$ cat config.mk
export PLATFORM = sky130hd
export DESIGN_NAME = mnemonic_seed_decoder_core
export DESIGN_NICKNAME = d
export VERILOG_FILES = /design/src/design/msd_pkg.sv /design/src/design/msd_ctrl.sv /design/src/design/msd_datapath.sv /design/src/design/mnemonic_seed_decoder_core.sv
export SDC_FILE = /design/constraint.sdc
export NUM_CORES = 2
export LEC_CHECK = 0
export BUFFER_PORTS_ARGS = -buffer_cell sky130_fd_sc_hd__buf_2
export CELL_PAD_IN_SITES_DETAIL_PLACEMENT = 1
export CELL_PAD_IN_SITES_GLOBAL_PLACEMENT = 1
export CORE_MARGIN = 3
export CORE_UTILIZATION = 45
export DETAILED_ROUTE_END_ITERATION = 6
export PLACE_DENSITY_LB_ADDON = 0.25
export SYNTH_ARGS = -nofsm -noshare
export SYNTH_HDL_FRONTEND = slang
export SYNTH_HIERARCHICAL = 1
export SYNTH_SLANG_ARGS = --single-unit
$ cat constraint.sdc
create_clock -name clk -period 21.5 [get_ports clk]
set_input_delay 2.15 -clock clk [delete_from_list [all_inputs] [get_ports clk]]
set_output_delay 2.15 -clock clk [all_outputs]
set_load 0.02 [all_outputs]
$ cat src/design/msd_pkg.sv
`timescale 1ns / 1ps
package msd_pkg;

	localparam int INDEX_BITS = 12;
	localparam int N_BITS     = 13;

	localparam logic [N_BITS-1:0] RESET_LIST_SIZE = 13'd1626;
	localparam logic [11:0]       CRC_POLY        = 12'h987;
	localparam logic [3:0]        GROUP_WORDS     = 4'd12;
	localparam logic [3:0]        LONG_WORDS      = 4'd14;
	localparam logic [3:0]        MAX_POS         = 4'd15;

	localparam logic [2:0] ST_OK       = 3'd0;
	localparam logic [2:0] ST_BAD_LEN  = 3'd1;
	localparam logic [2:0] ST_RANGE    = 3'd2;
	localparam logic [2:0] ST_GROUP    = 3'd3;
	localparam logic [2:0] ST_CHECKSUM = 3'd4;

	localparam logic KIND_KEY    = 1'b0;
	localparam logic KIND_STATUS = 1'b1;

	typedef enum logic [3:0] {
		S_IDLE,
		S_CHECK,
		S_MUL1,
		S_MUL2,
		S_MOD,
		S_CMP,
		S_CRC,
		S_KEY,
		S_CSUM,
		S_FIN
	} ctrl_state_t;

	typedef struct packed {
		logic load;
		logic classify;
		logic mul1;
		logic mul2;
		logic mod_step;
		logic cmp_fail;
		logic crc_step;
		logic emit_key;
		logic emit_final;
	} cmd_t;

	typedef struct packed {
		logic group;
		logic last;
		logic mod_done;
		logic match;
		logic crc_done;
		logic slot_free;
	} stat_t;

	function automatic logic [11:0] crc_byte(input logic [11:0] crc, input logic [7:0] data);
		logic [11:0] c;
		c = crc ^ {data, 4'b0000};
		for (int b = 0; b < 8; b++) begin
			if (c[11]) begin
				c = {c[10:0], 1'b0} ^ CRC_POLY;
			end else begin
				c = {c[10:0], 1'b0};
			end
		end
		return c;
	endfunction

	function automatic logic [N_BITS-1:0] digit_diff(input logic [N_BITS-1:0] n,
			input logic [INDEX_BITS-1:0] a, input logic [INDEX_BITS-1:0] b);
		logic [N_BITS:0] t;
		t = {1'b0, n} + {2'b00, b} - {2'b00, a};
		if (b >= a) begin
			return {1'b0, b} - {1'b0, a};
		end else begin
			return t[N_BITS-1:0];
		end
	endfunction

	function automatic logic [1:0] pos_phase(input logic [3:0] pos);
		case (pos)
			4'd0, 4'd3, 4'd6, 4'd9:  pos_phase = 2'd0;
			4'd1, 4'd4, 4'd7, 4'd10: pos_phase = 2'd1;
			default:                 pos_phase = 2'd2;
		endcase
	endfunction

endpackage

$ cat src/design/msd_ctrl.sv
`timescale 1ns / 1ps
module msd_ctrl import msd_pkg::*; (
	input  logic  clk,
	input  logic  arst_n,
	input  logic  in_valid,
	output logic  in_ready,
	input  stat_t st,
	output cmd_t  cmd
);

	ctrl_state_t state_q, state_d;

	always_ff @(posedge clk or negedge arst_n) begin
		if (!arst_n) begin
			state_q <= S_IDLE;
		end else begin
			state_q <= state_d;
		end
	end

	always_comb begin
		state_d = state_q;
		case (state_q)
			S_IDLE:  if (in_valid) state_d = S_CHECK;
			S_CHECK: begin
				if (st.group) state_d = S_MUL1;
				else if (st.last) state_d = S_CSUM;
				else state_d = S_IDLE;
			end
			S_MUL1:  state_d = S_MUL2;
			S_MUL2:  state_d = S_MOD;
			S_MOD:   if (st.mod_done) state_d = S_CMP;
			S_CMP: begin
				if (st.match) state_d = S_CRC;
				else if (st.last) state_d = S_CSUM;
				else state_d = S_IDLE;
			end
			S_CRC:   if (st.crc_done) state_d = S_KEY;
			S_KEY: begin
				if (st.slot_free) state_d = st.last ? S_CSUM : S_IDLE;
			end
			S_CSUM:  state_d = S_FIN;
			S_FIN:   if (st.slot_free) state_d = S_IDLE;
			default: state_d = S_IDLE;
		endcase
	end

	always_comb begin
		cmd = '0;
		in_ready = 1'b0;
		case (state_q)
			S_IDLE: begin
				in_ready = 1'b1;
				cmd.load = in_valid;
			end
			S_CHECK: cmd.classify = 1'b1;
			S_MUL1:  cmd.mul1 = 1'b1;
			S_MUL2:  cmd.mul2 = 1'b1;
			S_MOD:   cmd.mod_step = 1'b1;
			S_CMP:   cmd.cmp_fail = !st.match;
			S_CRC:   cmd.crc_step = 1'b1;
			S_KEY:   cmd.emit_key = st.slot_free;
			S_CSUM:  cmd.mul1 = 1'b1;
			S_FIN:   cmd.emit_final = st.slot_free;
			default: cmd = '0;
		endcase
	end

endmodule

$ cat src/design/msd_datapath.sv
`timescale 1ns / 1ps
module msd_datapath import msd_pkg::*; (
	input  logic                  clk,
	input  logic                  arst_n,
	input  logic                  cfg_valid,
	input  logic [N_BITS-1:0]     cfg_data,
	input  logic [INDEX_BITS-1:0] in_index,
	input  logic                  in_last,
	input  cmd_t                  cmd,
	output stat_t                 st,
	output logic                  m_tvalid,
	input  logic                  m_tready,
	output logic [47:0]           m_tdata,
	output logic                  m_tuser,
	output logic                  m_tlast
);

	logic [N_BITS-1:0]     n_q;
	logic [INDEX_BITS-1:0] w_q;
	logic                  last_q;
	logic [3:0]            pos_q;
	logic [INDEX_BITS-1:0] h_q [2];
	logic [11:0]           crc_q;
	logic [2:0]            err_q;
	logic [2*N_BITS-1:0]   prod_a_q;
	logic [2*N_BITS-1:0]   prod_nn_q;
	logic [N_BITS-1:0]     d2_q;
	logic [31:0]           v_q;
	logic [31:0]           vsh_q;
	logic [N_BITS-1:0]     rem_q;
	logic [4:0]            mcnt_q;
	logic [1:0]            bcnt_q;
	logic                  out_valid_q;
	logic [47:0]           out_data_q;
	logic                  out_user_q;
	logic                  out_last_q;

	logic                  in_range;
	logic [1:0]            ph;
	logic [3*N_BITS-1:0]   p3;
	logic [31:0]           v_sum;
	logic [N_BITS:0]       t;
	logic [N_BITS:0]       t_sub;
	logic [N_BITS-1:0]     rem_d;
	logic [19:0]           cval;
	logic [11:0]           crc_chk;
	logic                  len_ok;
	logic                  is_long;
	logic [2:0]            fin_status;
	logic                  fin_xvalid;
	logic [7:0]            fin_extra;

	assign in_range = {1'b0, w_q} < n_q;
	assign ph       = pos_phase(pos_q);
	assign p3       = prod_nn_q * d2_q;
	assign v_sum    = {{(32-INDEX_BITS){1'b0}}, h_q[0]} + {{(32-2*N_BITS){1'b0}}, prod_a_q}
		+ p3[31:0];
	assign t        = {rem_q, vsh_q[31]};
	assign t_sub    = t - {1'b0, n_q};
	assign rem_d    = (t >= {1'b0, n_q}) ? t_sub[N_BITS-1:0] : t[N_BITS-1:0];

	assign cval     = {{(20-INDEX_BITS){1'b0}}, h_q[0]} + prod_a_q[19:0];
	assign crc_chk  = crc_byte(crc_q, cval[7:0]);
	assign is_long  = pos_q == LONG_WORDS;
	assign len_ok   = (pos_q == GROUP_WORDS) || is_long;

	always_comb begin
		fin_xvalid = len_ok && (err_q == ST_OK) && is_long;
		fin_extra  = fin_xvalid ? cval[7:0] : 8'h00;
		if (!len_ok) begin
			fin_status = ST_BAD_LEN;
		end else if (err_q != ST_OK) begin
			fin_status = err_q;
		end else if (is_long && (crc_chk != cval[19:8])) begin
			fin_status = ST_CHECKSUM;
		end else begin
			fin_status = ST_OK;
		end
	end

	assign st.group     = (err_q == ST_OK) && (pos_q < GROUP_WORDS) && in_range && (ph == 2'd2);
	assign st.last      = last_q;
	assign st.mod_done  = mcnt_q == 5'd31;
	assign st.match     = rem_q == {1'b0, h_q[0]};
	assign st.crc_done  = bcnt_q == 2'd3;
	assign st.slot_free = !out_valid_q || m_tready;

	always_ff @(posedge clk or negedge arst_n) begin
		if (!arst_n) begin
			n_q <= RESET_LIST_SIZE;
		end else if (cfg_valid) begin
			n_q <= cfg_data;
		end
	end

	always_ff @(posedge clk) begin
		if (cmd.load) begin
			w_q    <= in_index;
			last_q <= in_last;
		end
		if (cmd.mul1) begin
			prod_a_q  <= n_q * digit_diff(n_q, h_q[0], h_q[1]);
			prod_nn_q <= n_q * n_q;
			d2_q      <= digit_diff(n_q, h_q[1], w_q);
		end
		if (cmd.mul2) begin
			v_q    <= v_sum;
			vsh_q  <= v_sum;
			rem_q  <= '0;
			mcnt_q <= '0;
			bcnt_q <= '0;
		end
		if (cmd.mod_step) begin
			rem_q  <= rem_d;
			vsh_q  <= {vsh_q[30:0], 1'b0};
			mcnt_q <= mcnt_q + 5'd1;
		end
		if (cmd.crc_step) begin
			bcnt_q <= bcnt_q + 2'd1;
		end
	end

	always_ff @(posedge clk or negedge arst_n) begin
		if (!arst_n) begin
			pos_q  <= '0;
			h_q[0] <= '0;
			h_q[1] <= '0;
			crc_q  <= '0;
			err_q  <= ST_OK;
		end else if (cmd.emit_final) begin
			pos_q  <= '0;
			h_q[0] <= '0;
			h_q[1] <= '0;
			crc_q  <= '0;
			err_q  <= ST_OK;
		end else begin
			if (cmd.classify) begin
				if (err_q == ST_OK) begin
					if (pos_q >= LONG_WORDS) begin
						err_q <= ST_BAD_LEN;
					end else if (!in_range) begin
						err_q <= ST_RANGE;
					end else if (pos_q < GROUP_WORDS) begin
						if (ph == 2'd0) h_q[0] <= w_q;
						if (ph == 2'd1) h_q[1] <= w_q;
					end else begin
						h_q[pos_q[0]] <= w_q;
					end
				end
				if (pos_q != MAX_POS) pos_q <= pos_q + 4'd1;
			end
			if (cmd.cmp_fail) err_q <= ST_GROUP;
			if (cmd.crc_step) crc_q <= crc_byte(crc_q, v_q[8*bcnt_q +: 8]);
		end
	end

	always_ff @(posedge clk or negedge arst_n) begin
		if (!arst_n) begin
			out_valid_q <= 1'b0;
		end else if (cmd.emit_key || cmd.emit_final) begin
			out_valid_q <= 1'b1;
		end else if (m_tready) begin
			out_valid_q <= 1'b0;
		end
	end

	always_ff @(posedge clk) begin
		if (cmd.emit_key) begin
			out_data_q <= {4'h0, ST_OK, 1'b0, 8'h00, v_q};
			out_user_q <= KIND_KEY;
			out_last_q <= !last_q;
		end else if (cmd.emit_final) begin
			out_data_q <= {4'h0, fin_status, fin_xvalid, fin_extra, 32'h0};
			out_user_q <= KIND_STATUS;
			out_last_q <= 1'b1;
		end
	end

	assign m_tvalid = out_valid_q;
	assign m_tdata  = out_data_q;
	assign m_tuser  = out_user_q;
	assign m_tlast  = out_last_q;

	a_rem_bound: assert property (@(posedge clk) disable iff (!arst_n)
		cmd.mod_step |-> rem_q < n_q) else $error("remainder out of bound");
	a_emit_slot: assert property (@(posedge clk) disable iff (!arst_n)
		(cmd.emit_key || cmd.emit_final) |-> st.slot_free) else $error("output overrun");
	a_seed_clear: assert property (@(posedge clk) disable iff (!arst_n)
		cmd.emit_final |=> (pos_q == 4'd0) && (err_q == ST_OK)) else $error("seed not cleared");
	a_err_sticky: assert property (@(posedge clk) disable iff (!arst_n)
		((err_q != ST_OK) && !cmd.emit_final) |=> $stable(err_q)) else $error("error not held");

endmodule

$ cat src/design/mnemonic_seed_decoder_core.sv
`timescale 1ns / 1ps
// A key word is presented after its third digit is accepted and passes the check, two
// multiply steps, the 32-step bit-serial remainder unit, compare and four CRC byte steps.
// A final status follows a closing word outside a group, a failed compare on a closing
// word, or the key word of a closing group, through the checksum and final steps.
// The input takes one index at a time and is ready again only when the controller is back
// in idle after a held digit, a group or a closing word; output stalls delay this further.
// Reset: arst_n clears all seed state and the output valid flag; list_size returns to 1626.
module mnemonic_seed_decoder_core import msd_pkg::*; (
	input  logic        clk,
	input  logic        arst_n,
	input  logic        cfg_valid,
	output logic        cfg_ready,
	input  logic [12:0] cfg_data,
	input  logic        s_tvalid,
	output logic        s_tready,
	input  logic [15:0] s_tdata,  // word_index[11:0]
	input  logic        s_tlast,  // end of seed
	output logic        m_tvalid,
	input  logic        m_tready,
	output logic [47:0] m_tdata,  // key_value[31:0], extra_value[39:32],
	                              // extra_valid[40], status_code[43:41]
	output logic        m_tuser,  // item_kind
	output logic        m_tlast   // run_end
);

	cmd_t  cmd;
	stat_t st;

	assign cfg_ready = 1'b1;

	msd_ctrl u_ctrl (
		.clk      (clk),
		.arst_n   (arst_n),
		.in_valid (s_tvalid),
		.in_ready (s_tready),
		.st       (st),
		.cmd      (cmd)
	);

	msd_datapath u_dp (
		.clk       (clk),
		.arst_n    (arst_n),
		.cfg_valid (cfg_valid),
		.cfg_data  (cfg_data),
		.in_index  (s_tdata[INDEX_BITS-1:0]),
		.in_last   (s_tlast),
		.cmd       (cmd),
		.st        (st),
		.m_tvalid  (m_tvalid),
		.m_tready  (m_tready),
		.m_tdata   (m_tdata),
		.m_tuser   (m_tuser),
		.m_tlast   (m_tlast)
	);

endmodule

# == Word level (Yosys, flattened, before mapping) ==
# Memories as Yosys holds them, arrays and structs flattened.
# Index checks and enable logic that the tools add are counted.
# op_classes
magnitude_cmp,8
bitwise,19
multipliers,3
n_eq_ne,27
addsub,13
n_shift,1
n_reduce_logical,34
n_mux,93
# ops
operator,n
$mux W12,35
$mux W24,6
$mux W32,4
$not A6 Y6,16
$mux W13,6
$mul A13 B13 Y26,2
$mux W4,11
$pmux W4 S10,1
$add A32 B32 Y32,1
$mul A26 B13 Y32,1
$shiftx A32 B6 Y8,1
$add A12 B26 Y27,1
$mux W3,9
$add A13 B12 Y13,2
$sub A12 B12 Y13,2
$sub A13 B12 Y13,2
$bwmux W24,1
$ge A12 B12 Y1,2
$xor A12 B12 Y12,2
$add A12 B20 Y20,1
$reduce_bool A2 Y1,9
$eq A4 B3 Y1 const B,4
$eq A4 B4 Y1 const B,4
$reduce_and A5 Y1,3
38 further kinds,72
# totals
register_bits,269
inputBits,35
n_memories,1
out_inout_bits,53
mem_bits_ro,32
elab_cells,222
# memory_table
name,words,width,read_ports,rd_clocked_by_memory_dff,write_ports,line,source
(no name shown),16,2,1,0,0,msd_pkg.sv:81,case (pos)

# == Longest topological paths before layout ==
# depth
word_depth,34
ltp_mapped,36
mapped_depth_nobuf,35

# == Hierarchy ==
# Netlist, hierarchy kept.
# modules_own_cells
mod,instances,area_per_inst_um2,seq_area_each_um2,cells_each
msd_datapath,1,35059.9,7484.7,3601
msd_ctrl,1,389.1,100.1,48
mnemonic_seed_decoder_core,1,11.3,0.0,2

# == Least setup slack after synthesis ==
# No wires, ideal clock.
# synth_path
path_kind,register to register
startpoint,register u_dp.n_q[1]
endpoint,"register u_dp.prod_a_q[24], data pin"
path_slack_ns,12.976
setup_ns,0.258
arrival_ns,8.266
n_path_buf,1
period_less_slack_ns,8.524
path_stages_with_launch,34
t_required_ns,21.242
cell_sequence,dfstp_2 -> inv_1 -> clkbuf_1 -> fa_1 -> inv_1 -> fa_1 -> a21o_1 -> a21oi_1 -> o21bai_1 -> a21oi_1 -> o21ai_0 -> a21o_1 -> a21oi_1 -> o21ai_0 -> xnor2_1 -> a2111oi_0 -> fa_1 -> fa_1 -> fa_1 -> fa_1 -> inv_1 -> fa_1 -> inv_1 -> ha_1 -> a21o_1 -> nand2_1 -> o21ai_0 -> or3_1 -> o221ai_1 -> a21oi_1 -> nor4b_1 -> o31ai_1 -> a21oi_1 -> xnor2_1
# synth_via
elab_chain_len,5
# synth_lines
element,line,source
from (decl),msd_datapath.sv:18,logic [N_BITS-1:0] n_q;
from (signal assigned),msd_datapath.sv:92,n_q <= cfg_data;
$add A13 B12 Y13,msd_pkg.sv:72,"t = {1'b0, n} + {2'b00, b} - {2'b00, a};"
$sub A13 B12 Y13,msd_pkg.sv:72,
$mux W13,msd_pkg.sv:73,if (b >= a) begin
$mux W13,msd_datapath.sv:101,if (cmd.mul1) begin
$mul A13 B13 Y26 *,msd_datapath.sv:102,"prod_a_q <= n_q * digit_diff(n_q, h_q[0], h_q[1]);"
to (signal assigned),msd_datapath.sv:102,
to (decl),msd_datapath.sv:25,logic [2*N_BITS-1:0] prod_a_q;
# Mark *: on every way between the ends. The rest lies on a longest branch, timed or not. The select of a mux whose other input is x is not followed.
# A chain may end at the register's enable or synchronous reset.

# == Final worst setup path ==
# layout_path
startpoint,register u_dp.n_q[4]
endpoint,"register u_dp.prod_a_q[24], data pin"
# The elaborated chain is that of the path after synthesis.

==> impl_metrics.csv <==
group,metric,value,unit
status,outcome,"finished, final reports clean",
cts,cts_resized,0,
cts,numCtsBuffers,35,
layout,fin_util,49.01,%
layout,fin_nets,4530,
critical_path,max_stage_delay,0.89,ns
routing,viasPerCell,5.331,
layout,drive_above_1_share,6.150,%
synthesis,synthCells,3651,
critical_path,crit_type,"reg -> reg",
timing,grt_setup_unrepaired,"no",
synthesis,synth_edf_count,193,
floorplanning,core,77720,µm²
floorplanning,ioPinCount,88,
timing,tns,0,ns
placed_design,place_hpwl,78.46,mm
timing,fmax,99.67,MHz
floorplanning,placement_rows,102,
routing,dr.pass1.iters,5,
placed_design,place.port_buffers,78,
synthesis,ys_warn_count,6,
timing,period_minus_slack,10.03,ns
hold_path,holdCritPathClass,"reg -> reg",
placed_design,dp_cells,4667,
synthesis,ys_types,84,
critical_path,crit_top_cell,"fa_1",
layout,layout_common_cells,"inv_1, fa_1, nand2_1",
critical_path,worstSetupStartpointType,"flop",
synthesis,synth_flop_cell,"edfxtp_1",
grt,grt_max_degree,65,
layout,layout_commonest_cell,"inv_1",
cts,ctsHoldBuffers,0,
routing,dr.first_iter.drc_count,1479,
timing,worst_slew_pin_slew,1.169,ns
routing,drcViolationCount,0,
synthesis,synth_area,35460,µm²
synthesis,avgSynthCellArea,9.712,µm²
cts,clock-sinks,267,
timing,clock_skew,0.04926,ns
critical_path,cp.required,21.83,ns
timing,setup_viol,0,
timing,finalCritPeriodShare,46.67,%
cts,cts_setup_buffers,0,
cts,clk_pin_slew,0.06,ns
synthesis,async_flop_share,22.47,%
timing,setup_ws,11.47,ns
flow_run,drv_cap,0,
critical_path,slowest_stage,"dfstp_2",
routing,detail_route.wl_per_cell,20.98,µm
floorplanning,dieArea,82210,µm²
cts,insertion_delay,0.57,ns
cts,cts_max_level,2,
cts,cts.root.buffer_cell,"clkbuf_16",
critical_path,cp-end-kind,"flop",
timing,finalHoldViolCount,0,
layout,final_cells,4732,
cts,cts_buffer_depth,3,
placed_design,gp_congestion,0.8599,
layout,area_growth,7.427,%
timing,slew_violations,0,
routing,routed_wl,99.29,mm
synthesis,ys_ff_latch,267,
grt,grt_overflow,0,
floorplanning,start_util,45.62,%
floorplanning,die_w,286.7,µm
synthesis,synth-seq-area-share,21.39,%
grt,grt_usage,24.78,%
critical_path,crit_arrival,10.36,ns
timing,slew_headroom,22.09,%
routing,vias,25225,
cts,cts_tree,"built",
grt,grt_pass1_vias,27418,
grt,antenna_found_initial,2,
grt,grt_pass1_wl,157.6,mm
routing,ant_nets,0,
floorplanning,die_h,286.7,µm
placed_design,dpl_worst_slack,11.61,ns
critical_path,crit_fanout,19,
cell usage after synthesis (all sizes together) (53+ instances only):
cell | count | area share [%]
a21oi | 116 | 1.7
and2 | 220 | 3.9
xor2 | 78 | 1.9
a21o | 53 | 1.1
clkbuf | 133 | 1.4
inv | 649 | 6.9
nor2 | 159 | 1.7
nand2 | 438 | 4.6
xnor2 | 160 | 4.1
o21ai | 96 | 1.4
ha | 318 | 11
fa | 513 | 29
edfxtp | 193 | 16
dfrtp | 54 | 3.8
area by class of cell:
class / instances / area (µm²)
Inverter: 657 / 2466
Antenna cell: 1 / 2.502
Multi-Input combinational cell: 2578 / 24830
Clock inverter: 17 / 211.5
Fill cell: 8794 / 39630
Tap cell: 1040 / 1301
Sequential cell: 267 / 7585
Clock buffer: 47 / 952.2
Timing Repair Buffer: 125 / 743.2
flip-flops by register name, indices dropped and copies added (netlist names), 2 cells and up:
signal,flops
u_dp/m_tdata,44
u_dp/v_q,32
u_dp/vsh_q,32
u_dp/prod_a_q,26
u_dp/prod_nn_q,25
u_dp/h_q,24
u_dp/d2_q,13
u_dp/n_q,13
u_dp/rem_q,13
u_dp/crc_q,12
u_dp/w_q,12
u_dp/mcnt_q,5
u_ctrl/state_q,4
u_dp/pos_q,4
u_dp/bcnt_q,2
u_dp/err_q,2
per-stage QoR:
step                area (µm²)  hold slack [ns]
floorplan                35470           0.4716
global placement         36930           0.4323
detailed placement       36930           0.4646
CTS                      38090           0.4794
global route             38090           0.4993
finish                   38090           0.4764
worst max-delay path, delay by kind of cell (launching register included):
family                     cells  cell delay, ns
buffers and inverters          6            1.05
AOI/OAI and AO/OA             13            2.96
xor gates and xnor gates       2            0.38
DFF                            1            0.89
adders and majority gates      8            3.64
and+or+nand+nor                3            0.86
per-layer routing:
| layer | track usage [%] | vias up | wire length, µm |
|---|---|---|---|
| met5 | 0 | - | 13 |
| met4 | 6.602 | 2 | 2660 |
| met3 | 2.573 | 129 | 4219 |
| met2 | 41.65 | 516 | 47210 |
| met1 | 34.28 | 12922 | 45190 |
| li1 | - | 11656 | - |
cell families after synthesis:
family / Yosys count / share of synthesized area, %
DFF: 267 / 21.39
other: 2 / 0.02118
xor gates and xnor gates: 241 / 6.189
buffers and inverters: 809 / 8.719
adders and majority gates: 831 / 40.18
and+or+nand+nor: 996 / 13.26
muxes: 40 / 1.425
AOI/OAI and AO/OA: 465 / 8.811
worst paths after layout:
kind,start,end,slack [ns],cells past startpoint
min,u_dp/m_tdata[36],u_dp/m_tdata[36],0.48,2
max reg2reg,u_dp/n_q[4],u_dp/prod_a_q[24],11.47,32
min in group asynchronous,arst_n,u_dp/h_q[2],1.83,2
max,u_dp/n_q[4],u_dp/prod_a_q[24],11.47,32
min reg2reg,u_dp/m_tdata[36],u_dp/m_tdata[36],0.48,2
max in group asynchronous,arst_n,u_dp/crc_q[9],19.03,2
Power is left out: the tool's default activity adds up to more than one toggle a clock period on the data nets, which glitch-free logic cannot reach.
